$ cat src/sv/gray_code_plane_decoder_unit_defines.svh
// Assertion macros shared by the gray code plane decoder RTL.
`ifndef GRAY_CODE_PLANE_DECODER_UNIT_DEFINES_SVH
`define GRAY_CODE_PLANE_DECODER_UNIT_DEFINES_SVH

// Same-cycle implication, clocked on aclk, off during reset.
`define GCPD_ASSERT_IMPL(label, ante, cons) \
    label: assert property (@(posedge aclk) disable iff (!aresetn) (ante) |-> (cons)) \
        else $error("gcpd: same-cycle check failed");

// Next-cycle implication, clocked on aclk, off during reset.
`define GCPD_ASSERT_NEXT(label, ante, cons) \
    label: assert property (@(posedge aclk) disable iff (!aresetn) (ante) |=> (cons)) \
        else $error("gcpd: next-cycle check failed");

`endif

$ cat src/sv/gcpd_fifo.sv
// Small register FIFO with valid/ready on both sides and a fill count.
`include "gray_code_plane_decoder_unit_defines.svh"

module gcpd_fifo #(
    parameter int WIDTH = 8,
    parameter int DEPTH = 4,
    parameter int CW    = $clog2(DEPTH + 1)
) (
    input  logic             aclk,
    input  logic             aresetn,
    input  logic             in_valid,
    output logic             in_ready,
    input  logic [WIDTH-1:0] in_data,
    output logic             out_valid,
    input  logic             out_ready,
    output logic [WIDTH-1:0] out_data,
    output logic [CW-1:0]    count
);

    localparam int PW = (DEPTH > 1) ? $clog2(DEPTH) : 1;

    logic [WIDTH-1:0] mem_reg [DEPTH];
    logic [PW-1:0]    wr_ptr_reg, wr_ptr_next;
    logic [PW-1:0]    rd_ptr_reg, rd_ptr_next;
    logic [CW-1:0]    cnt_reg, cnt_next;
    logic             push, pop;

    assign in_ready  = (cnt_reg < CW'(DEPTH));
    assign out_valid = (cnt_reg != '0);
    assign out_data  = mem_reg[rd_ptr_reg];
    assign count     = cnt_reg;
    assign push      = in_valid && in_ready;
    assign pop       = out_valid && out_ready;

    always_comb begin
        wr_ptr_next = wr_ptr_reg;
        rd_ptr_next = rd_ptr_reg;
        cnt_next    = cnt_reg;
        if (push) begin
            wr_ptr_next = (wr_ptr_reg == PW'(DEPTH - 1)) ? '0 : wr_ptr_reg + 1'b1;
        end
        if (pop) begin
            rd_ptr_next = (rd_ptr_reg == PW'(DEPTH - 1)) ? '0 : rd_ptr_reg + 1'b1;
        end
        if (push && !pop) begin
            cnt_next = cnt_reg + 1'b1;
        end else if (pop && !push) begin
            cnt_next = cnt_reg - 1'b1;
        end
    end

    always_ff @(posedge aclk) begin
        if (!aresetn) begin
            wr_ptr_reg <= '0;
            rd_ptr_reg <= '0;
            cnt_reg    <= '0;
        end else begin
            wr_ptr_reg <= wr_ptr_next;
            rd_ptr_reg <= rd_ptr_next;
            cnt_reg    <= cnt_next;
        end
    end

    always_ff @(posedge aclk) begin
        if (push) begin
            mem_reg[wr_ptr_reg] <= in_data;
        end
    end

    `GCPD_ASSERT_NEXT(a_fifo_fill, pop && !push, cnt_reg == $past(cnt_reg) - 1'b1)

endmodule

$ cat config.mk
export PLATFORM = sky130hd
export DESIGN_NAME = gcpd_fifo
export DESIGN_NICKNAME = d
export VERILOG_FILES = /design/src/sv/gcpd_fifo.sv
export VERILOG_INCLUDE_DIRS = /design/src /design/src/sv
export SDC_FILE = /design/constraint.sdc
export NUM_CORES = 1
export LEC_CHECK = 0
export BUFFER_PORTS_ARGS = -buffer_cell sky130_fd_sc_hd__buf_4
export CAP_MARGIN = 20
export CELL_PAD_IN_SITES_DETAIL_PLACEMENT = 0
export CELL_PAD_IN_SITES_GLOBAL_PLACEMENT = 1
export CORE_ASPECT_RATIO = 1.5
export CORE_MARGIN = 4
export CORE_UTILIZATION = 42
export DETAILED_ROUTE_END_ITERATION = 10
export PLACE_DENSITY = 0.72
export SLEW_MARGIN = 15
export SYNTH_ARGS = -nofsm -noshare
export SYNTH_HDL_FRONTEND = slang
export SYNTH_SLANG_ARGS = --single-unit
export TNS_END_PERCENT = 30
$ cat constraint.sdc
create_clock -name aclk -period 1.8 [get_ports aclk]
set_input_delay 0.09 -clock aclk [delete_from_list [all_inputs] [get_ports aclk]]
set_output_delay 0.09 -clock aclk [all_outputs]
set_load 0.005 [all_outputs]
==> summary by stage <==
Outcome
The run finished, with violations left. The checks that failed: setup timing.

STA
The final-report max-slew violation count was 0. The relative max-transition margin is 71.5%. The hold violation count in the final report was 0. The sum of negative setup slack is -0.0248 ns. The maximum achievable frequency is 548 MHz. Across all setup checks in the final design, the least slack found is -0.0248 ns. Dividing the final minimum period by the clock period gives 101%. Setup repair after global routing could not meet its margin everywhere. The slew at the pin with the worst max-slew slack is 0.428 ns. For the final database, setup skew stands at between 0.005 and 0.006 ns. For the finished layout, the period the worst path requires is approximately 1.8 ns. Setup violations remaining at the end of the flow were counted as 1.

Critical path
Data arrives at the worst endpoint at 2.04 ns. The start-to-end type of the worst setup path is reg2reg. For the worst setup path, the data required time is 2.01 ns. The element type at the critical path end is a flop. The worst setup path is launched from a flop. In this run the worst path has a maximum fanout of 2.

Final layout
The count of antenna diodes in the layout is 0. The register with the most flip-flops in the layout has 32 of them. At the end of the flow, the number of nets in the layout was 151.

For this run, the number of standard cells in the final layout without fillers is 176. Leaving out fill and tap cells, the most frequent cells in the layout are 32 x buf_4, 32 x edfxtp_1, 8 x mux4_2, 6 x dfxtp_1, 6 x dlygate4sd3_1. The area growth from synthesis to layout is 27.3%.

The share of layout cells above drive strength 1 is approximately two fifths. The fill cell total of the finished layout is between 200 and 300.

Route
Wire segments on met3 add up to 151 µm in the final route. The mean number of vias per cell is between 5 and 6. The final layout contains routed wiring with a total length of approximately 2700 µm. The detailed router finished its first iteration with 10 violations. For this run, design rule violations remaining after detail routing come to 0. The uppermost metal layer occupied by signal nets is met4. The number of nets with antenna violations after detailed routing is 0. Across all layers, the routed design uses 885 vias.

Dividing the detail-routed wire length by the instance count gives 15.4 µm. The number of search-and-repair iterations in the first detailed-routing pass is 4. The met2 wirelength from detailed routing is 1570 µm. The routed length on met1 is 960 µm.

Floorplan
The core region is 3720 µm². The number of top-level pins is 25. The placement row count is 27.

Once the floorplan was initialized, standard cells occupied 44.1% of the core. The die is 84.5 µm tall. The die area is 4990 µm². The floorplan step set the die width to between 50 and 60 µm.

Clocking
Clock tree synthesis selected as its root buffer the cell clkbuf_8. The later-pin clock latency in the skew report is 0.28 ns. In this run the deepest clock path goes through 2 buffers. The depth of the CTS H-tree is 2. The CTS sink count is 41. The clock tree from TritonCTS is done. The number of clock buffers added by TritonCTS is 5.

Clock-pin slew was measured on the worst setup and hold paths at 0.08 ns.

Synthesis
The average cell area after synthesis is ~18 µm². The post-synthesis instance total is 90. The Yosys step of the flow raised 0 warnings. After synthesis the cells add up to 1640 µm². The sequential area share after synthesis is 69.6%. Synthesis produced a netlist with a net count of 109. The number of different library cells in the post-synthesis netlist is 21. The number of register bits inferred by synthesis is between 40 and 50.

Hold path
The path category of the worst min-delay check is in2reg.

Pwr
The maximum vdd drop is around 0.0009 V. The static power due to leakage is between 0.7 and 0.8 nW. The power density of the placed cells is 1320 nW/µm².

Placed design
The placed wire-length estimate after detailed placement is 1910 µm. The placed instance count is 161. Buffers placed on the I/O ports in this run total 24. The final weighted congestion in routability-driven placement is 0.676.

Global routing
The remaining global-route overflow is 0. In the global route stage, overall resource usage came out at 12.2%. The first global-routing pass estimated about 4400 µm of wire.

The number of antenna violations at the first check in global routing was 0. The number of global-route vias before repair is 941. Entering global routing, the biggest net connects 13 pins.

Job
The count of maximum capacitance violations is 0.
[synthesized netlist by cell type (all sizes together)]
| master | n | area (µm²) |
|---|---|---|
| nand2 | 2 | 7.51 |
| edfxtp | 32 | 961 |
| or3 | 2 | 12.5 |
| ha | 6 | 75.1 |
| buf | 2 | 18.8 |
| inv | 4 | 15.0 |
| xor2 | 1 | 8.76 |
| o31ai | 1 | 21.3 |
| and2 | 5 | 31.3 |
| mux2i | 3 | 30.0 |
| o21ai | 3 | 15.0 |
| nor2 | 2 | 7.51 |
| clkbuf | 1 | 5.00 |
| nand3 | 2 | 10.0 |
| mux4 | 8 | 180 |
| xnor2 | 1 | 8.76 |
| fa | 1 | 20.0 |
| dfxtp | 9 | 180 |
| a21boi | 1 | 7.51 |
| nor2b | 4 | 25.0 |
[area by class of cell]
type / instances / area [µm²] / area share (%)
Clock buffer: 6 / 72.6 / 3.48
Clock inverter: 2 / 33.8 / 1.62
Inverter: 4 / 15.0 / 0.719
Multi-Input combinational cell: 42 / 465 / 22.3
Sequential cell: 41 / 1150 / 54.9
Tap cell: 43 / 53.8 / 2.58
Timing Repair Buffer: 38 / 300 / 14.4
[kinds of logic (layout without fill, tap and decap cells)]
logic type               after synthesis  count (layout)  synth area share, %
AO/OA/AOI/OAI                          5               5                 2.67
XOR/XNOR                               2               2                 1.07
adder cells (fa/ha/maj)                7               7                 5.80
flip-flops                            41              41                 69.6
buffers and inverters                  7              50                 2.36
AND/OR/NAND/NOR                       17              17                 5.72
multiplexers                          11              11                 12.8
[worst max-delay path, stage by stage (launching register included)]
cell and delay (ns):
dfxtp_2 0.34, o31ai_4 0.25, ha_2 0.22, inv_2 0.04
fa_2 0.32, xor2_1 0.16, or3_1 0.30, a21boi_1 0.11
[per-layer routing]
| metal | track usage [%] | up-vias |
|---|---|---|
| met5 | 0 | - |
| met3 | 3.08 | 6 |
| met1 | 12.2 | 436 |
| met4 | 6.19 | 0 |
| met2 | 22.2 | 23 |
| li1 | - | 420 |
[where the power goes]
part,internal (W),switching (W)
sequential,0.00116,0.0000711
clock,0.000409,0.000294
combinational,0.000486,0.000330
total,0.00206,0.000695
[worst paths after layout]
check,startpoint,end,slack (ns),cells after the start
max,count[0],count[2],-0.02,7
min,in_data[3],mem_reg[2][3],0.006,1
max reg2reg,count[0],count[2],-0.02,7
min reg2reg,rd_ptr_reg[1],rd_ptr_reg[1],0.55,2
[timing repair]
action,4_1_cts,5_1_grt
resized for setup,2,0
hold buffers,1,5
hold endpoints to repair,4,17
pin swaps,2,1
setup buffers,1,0
setup endpoints to repair,1,1
[metrics by stage]
stage | setup slack, ns | total power (W) | hold WS [ns] | util (%) | area, µm²
final | -0.0248 | 0.00275 | 0.00648 | 56.2 | 2090
after global routing | -0.0951 | 0.00292 | 0.000785 | 56.2 | 2090
after CTS | -0.0411 | 0.00278 | 0.000539 | 54.8 | 2040
after detailed placement | -0.0445 | 0.00206 | 0.295 | 51.5 | 1910
after global placement | 0.00644 | 0.00204 | 0.289 | 51.5 | 1910
after floorplan | -0.0503 | 0.00171 | 0.189 | - | 1650
Power figures use the tool's default switching activity.
