## src/sv/gray_code_plane_decoder_unit_defines.svh

```systemverilog
// Assertion macros shared by the gray code plane decoder RTL.
`ifndef GRAY_CODE_PLANE_DECODER_UNIT_DEFINES_SVH
`define GRAY_CODE_PLANE_DECODER_UNIT_DEFINES_SVH

// Same-cycle implication, clocked on aclk, off during reset.
`define GCPD_ASSERT_IMPL(label, ante, cons) \
    label: assert property (@(posedge aclk) disable iff (!aresetn) (ante) |-> (cons)) \
        else $error("gcpd: same-cycle check failed");

// Next-cycle implication, clocked on aclk, off during reset.
`define GCPD_ASSERT_NEXT(label, ante, cons) \
    label: assert property (@(posedge aclk) disable iff (!aresetn) (ante) |=> (cons)) \
        else $error("gcpd: next-cycle check failed");

`endif

```

## src/sv/gcpd_pkg.sv

```systemverilog
// Types, constants and register indexes of the gray code plane decoder.
package gcpd_pkg;

    localparam int PIX_W         = 18;
    localparam int COORD_W       = 12;
    localparam int PLANE_W       = 4;
    localparam int BITS_W        = 4;
    localparam int CFG_IDX_W     = 1;
    localparam int DEF_PIXELS    = 262144;
    localparam int DEF_CODE_BITS = 12;
    localparam int QUEUE_DEPTH   = 4;
    localparam int OUT_DEPTH     = 4;

    localparam logic [BITS_W-1:0]    RESET_BITS = 4'd10;
    localparam logic [CFG_IDX_W-1:0] CFG_X_BITS = 1'd0;
    localparam logic [CFG_IDX_W-1:0] CFG_Y_BITS = 1'd1;

    typedef struct packed {
        logic [PIX_W-1:0]   pixel_index;
        logic               axis;
        logic [PLANE_W-1:0] plane;
        logic [7:0]         positive;
        logic [7:0]         negative;
    } in_item_t;

    typedef struct packed {
        logic [PIX_W-1:0]   pixel_out;
        logic [COORD_W-1:0] x_coord;
        logic [COORD_W-1:0] y_coord;
    } out_item_t;

    // Classified plane update handed from front to back.
    typedef struct packed {
        logic [PIX_W-1:0]  pixel;
        logic              axis;
        logic [BITS_W-1:0] pos_bit;
        logic              bitval;
        logic              clear;
        logic              emit;
    } op_t;

endpackage

```

## src/sv/gcpd_front.sv

```systemverilog
// Front end: holds the bit-count registers, accepts and classifies plane items.
`include "gray_code_plane_decoder_unit_defines.svh"

module gcpd_front #(
    parameter int PIXELS    = gcpd_pkg::DEF_PIXELS,
    parameter int CODE_BITS = gcpd_pkg::DEF_CODE_BITS
) (
    input  logic                               aclk,
    input  logic                               aresetn,
    input  logic                               cfg_wr_en,
    input  logic [gcpd_pkg::CFG_IDX_W-1:0]     cfg_index,
    input  logic [gcpd_pkg::BITS_W-1:0]        cfg_wdata,
    input  logic                               s_valid,
    output logic                               s_ready,
    input  gcpd_pkg::in_item_t                 s_data,
    output logic                               op_valid,
    input  logic                               op_ready,
    output gcpd_pkg::op_t                      op
);

    import gcpd_pkg::*;

    logic [BITS_W-1:0] x_bits_reg, x_bits_next;
    logic [BITS_W-1:0] y_bits_reg, y_bits_next;
    logic [BITS_W:0]   eff_x, eff_y, bits, plane_ext;
    logic              pix_ok, plane_ok, keep;

    always_comb begin
        x_bits_next = x_bits_reg;
        y_bits_next = y_bits_reg;
        if (cfg_wr_en) begin
            case (cfg_index)
                CFG_X_BITS: x_bits_next = cfg_wdata;
                CFG_Y_BITS: y_bits_next = cfg_wdata;
                default: ;
            endcase
        end
    end

    always_ff @(posedge aclk) begin
        if (!aresetn) begin
            x_bits_reg <= RESET_BITS;
            y_bits_reg <= RESET_BITS;
        end else begin
            x_bits_reg <= x_bits_next;
            y_bits_reg <= y_bits_next;
        end
    end

    always_comb begin
        eff_x = ({1'b0, x_bits_reg} > (BITS_W + 1)'(CODE_BITS)) ?
                (BITS_W + 1)'(CODE_BITS) : {1'b0, x_bits_reg};
        eff_y = ({1'b0, y_bits_reg} > (BITS_W + 1)'(CODE_BITS)) ?
                (BITS_W + 1)'(CODE_BITS) : {1'b0, y_bits_reg};
        bits      = s_data.axis ? eff_y : eff_x;
        plane_ext = (BITS_W + 1)'(s_data.plane);
        pix_ok    = (32'(s_data.pixel_index) < 32'(PIXELS));
        plane_ok  = (plane_ext < bits);
        keep      = pix_ok && plane_ok;

        op.pixel   = s_data.pixel_index;
        op.axis    = s_data.axis;
        op.pos_bit = BITS_W'(bits - 1'b1 - plane_ext);
        op.bitval  = (s_data.positive > s_data.negative);
        op.clear   = (s_data.plane == '0);
        op.emit    = s_data.axis && (plane_ext == bits - 1'b1);
    end

    // Out-of-range items are taken and dropped here.
    assign s_ready  = op_ready;
    assign op_valid = s_valid && keep;

    `GCPD_ASSERT_IMPL(a_emit_lsb, op_valid && op.emit, op.axis && (op.pos_bit == '0))

endmodule

```

## config.mk

```make
export PLATFORM = sky130hd
export DESIGN_NAME = gcpd_front
export DESIGN_NICKNAME = d
export VERILOG_FILES = /design/src/sv/gcpd_pkg.sv /design/src/sv/gcpd_front.sv
export VERILOG_INCLUDE_DIRS = /design/src /design/src/sv
export SDC_FILE = /design/constraint.sdc
export NUM_CORES = 1
export LEC_CHECK = 0
export ABC_CLOCK_PERIOD_IN_PS = 6300
export BUFFER_PORTS_ARGS = -buffer_cell sky130_fd_sc_hd__clkbuf_2
export CORE_MARGIN = 2
export CORE_UTILIZATION = 43
export DETAILED_ROUTE_END_ITERATION = 6
export PLACE_DENSITY = 0.89
export SLEW_MARGIN = 40
export SYNTH_ARGS = -nofsm -noshare
export SYNTH_HDL_FRONTEND = slang
export SYNTH_SLANG_ARGS = --single-unit
```

## constraint.sdc

```tcl
create_clock -name aclk -period 6.3 [get_ports aclk]
set_clock_uncertainty 0.2 [all_clocks]
set_input_delay 0.63 -clock aclk [delete_from_list [all_inputs] [get_ports aclk]]
set_output_delay 0.63 -clock aclk [all_outputs]
set_load 0.01 [all_outputs]
```

==> results.sh <==
export IMPL_dp_cells=166
export IMPL_grt_pass1_wl_um=3260
export IMPL_clk_latency_ps=250
export IMPL_fin_cells=169
export IMPL_finalHoldWorstSlack_ps=289
export IMPL_crit_top_cell="xnor2_1"
export IMPL_async_reset_ff_frac=0
export IMPL_grt_start_max_net_pins=9
export IMPL_grt_overflow=0
export IMPL_max_freq_mhz=273
export IMPL_crit_type="in -> out"
export IMPL_cp_start_kind="primary input"
export IMPL_syn_area_per_cell_um2=8.50
export IMPL_syn_to_final_growth_pct=7.96
export IMPL_synthMuxAreaShare=0.0736
export IMPL_cts_buffer_depth=2
export IMPL_finalNetCount=209
export IMPL_start_util=0.460
export IMPL_h_tree_depth=1
export IMPL_antenna_found_initial=0
export IMPL_synth_simple_gate_area_frac=0.182
export IMPL_grt_usage=0.155
export IMPL_dp_hpwl_um=1930
export IMPL_crit_arrival_ps=2830
export IMPL_seq_area_frac_synth=0.154
export IMPL_core_area_mm2=0.00225
export IMPL_ys_flop_type="dfxtp_1"
export IMPL_die_w_um=53.1
export IMPL_cts_tree="done"
export IMPL_drc=0
export IMPL_synth_xor_area_frac=0.0495
export IMPL_io_pins=77
export IMPL_hold_viol=0
export IMPL_path_clk_slew_ps=50
export IMPL_p_leak_uw=0.000627
export IMPL_wl_per_cell_um=12.5
export IMPL_synth_compound_area_frac=0.115
export IMPL_ir_drop_uv=91.0
export IMPL_ys_ff_latch=8
export IMPL_syn_inst=122
export IMPL_die_h_um=53.1
export IMPL_nFillCells=231
export IMPL_max_slew_margin=0.796
export IMPL_diodes=0
export IMPL_layout_commonest_cell="clkbuf_2"
export IMPL_cts_hold_buf=0
export IMPL_cp_required_ps=5470
export IMPL_final_cell_mix="38 x clkbuf_2, 16 x ha_1, 15 x inv_1"
export IMPL_setup_viol=0
export IMPL_rsz0062_at_grt="false"
export IMPL_crit_fanout=8
export IMPL_num_vias=887
export IMPL_cts_resized=0
export IMPL_end_kind="output pin"
export IMPL_rows=17
export IMPL_power_density_mw_per_mm2=155
export IMPL_io_buffer_count=38
export IMPL_drt_first_pass_iters=4
export IMPL_worstReg2RegStart="y_bits_reg[2]$_SDFFE_PN0P_"
export IMPL_synth_edff_count=0
export IMPL_setup_ws_ps=2640
export IMPL_maxCapViolations=0
export IMPL_cp_cell_sequence="clkbuf_2 -> a21boi_0 -> a22o_1 -> inv_1 -> ha_1 -> xnor2_1 -> ha_1 -> a21oi_1 -> o21ai_0 -> xnor2_1 -> xnor2_1 -> clkbuf_2"
export IMPL_place_gp_congestion=0.820
export IMPL_antenna_left=0
export IMPL_drtIter0Drc=3
export IMPL_tightest_slew_ps=298
export IMPL_hold_path_class="reg -> reg"
export IMPL_status="complete, no violations"
export IMPL_critPathTopFamily="compound AO/OA/AOI/OAI gates"
export IMPL_post_cts_buffers=0
export IMPL_synth_top_family_by_area="buffers and inverters"
export IMPL_drive_gt1_frac=0.333
export IMPL_synth_cell_types=33
export IMPL_grt_pass1_vias=863
export IMPL_drv_slew=0
export IMPL_synth_net_count=188
export IMPL_wirelength_um=2110
export IMPL_cts_root_buf="clkbuf_4"
export IMPL_dp_slack_ps=2640
export IMPL_fin_setup_tns_ps=0
export IMPL_cts_made_buffers=3
export IMPL_crit_buf_inv=3
export IMPL_critPathLaunch="s_data[20]"
export IMPL_layout_min_cycle_time_ps=3660
export IMPL_syn_area_mm2=0.00104
export IMPL_die_area_mm2=0.00282
export IMPL_synth_fa_ha_area_frac=0.212
export IMPL_fin_crit_sh=0.581
export IMPL_viasPerCell=5.25
export IMPL_clock_sinks=8
export IMPL_synth_warnings=0
export IMPL_min_from="y_bits_reg[3]$_SDFFE_PN1P_"
export IMPL_cp_slowest_cell="ha_1"
export IMPL_cp_slowest_stage_delay_ps=330
layout make-up:
class | count | area [µm²] | area share
timing repair buffer | 38 | 190 | 0.170
sequential | 8 | 160 | 0.143
clock buffer | 3 | 22.5 | 0.0201
inverter | 15 | 56.3 | 0.0503
multi-input combinational | 77 | 656 | 0.585
tap | 28 | 35.0 | 0.0313
synthesized netlist by cell type (all sizes together) (3+ instances only):
master / number / area, µm²
buf: 21 / 161
ha: 16 / 200
inv: 15 / 56.3
nand2: 9 / 33.8
dfxtp: 8 / 160
nand3: 8 / 40.0
a21oi: 5 / 25.0
mux2i: 5 / 50.1
nor2b: 4 / 25.0
xnor2: 4 / 35.0
a21boi: 3 / 22.5
a21o: 3 / 22.5
path summary, 6_finish.rpt:
| kind | to | slack [ps] | cells past startpoint |
|---|---|---|---|
| setup / recovery | op[6] | 2640 | 12 |
| hold reg to reg | y_bits_reg[3]$_SDFFE_PN1P_ | 290 | 2 |
| hold / removal | y_bits_reg[3]$_SDFFE_PN1P_ | 290 | 2 |
| setup reg to reg | y_bits_reg[2]$_SDFFE_PN0P_ | 5370 | 2 |
worst register-to-register path, delay by kind of cell, from the launching register on:
family | cells | cell delay [ps]
flip-flops | 1 | 420
AO/OA/AOI/OAI | 1 | 170
AND/OR/NAND/NOR | 1 | 60
cells by family (layout without fill, tap and decap cells):
logic type	Yosys count	in the layout
AOI/OAI and AO/OA	18	18
adders and majority gates	17	17
xor gates and xnor gates	5	5
DFF	8	8
and+or+nand+nor	30	30
buffers and inverters	37	56
muxes	7	7
power by group:
part	internal [µW]	switching [µW]
clock network	21.8	17.3
logic	38.5	39.5
registers	53.4	3.30
total	114	60.0
layer usage:
| layer | global-route usage | wire length, µm | up-vias |
|---|---|---|---|
| met3 | 0.0198 | 181 | 7 |
| met4 | 0.0897 | 52 | 0 |
| met1 | 0.132 | 752 | 407 |
| met5 | 0 | 0 | - |
| met2 | 0.329 | 1120 | 42 |
| li1 | - | - | 431 |
metrics by stage:
step,total power (µW),area [µm²],util
floorplan,120,1040,-
global route,187,1120,0.497
global placement,132,1100,0.487
finish,174,1120,0.497
CTS,177,1120,0.497
detailed placement,137,1100,0.487
Note: power is estimated with default switching activity, not from simulation.
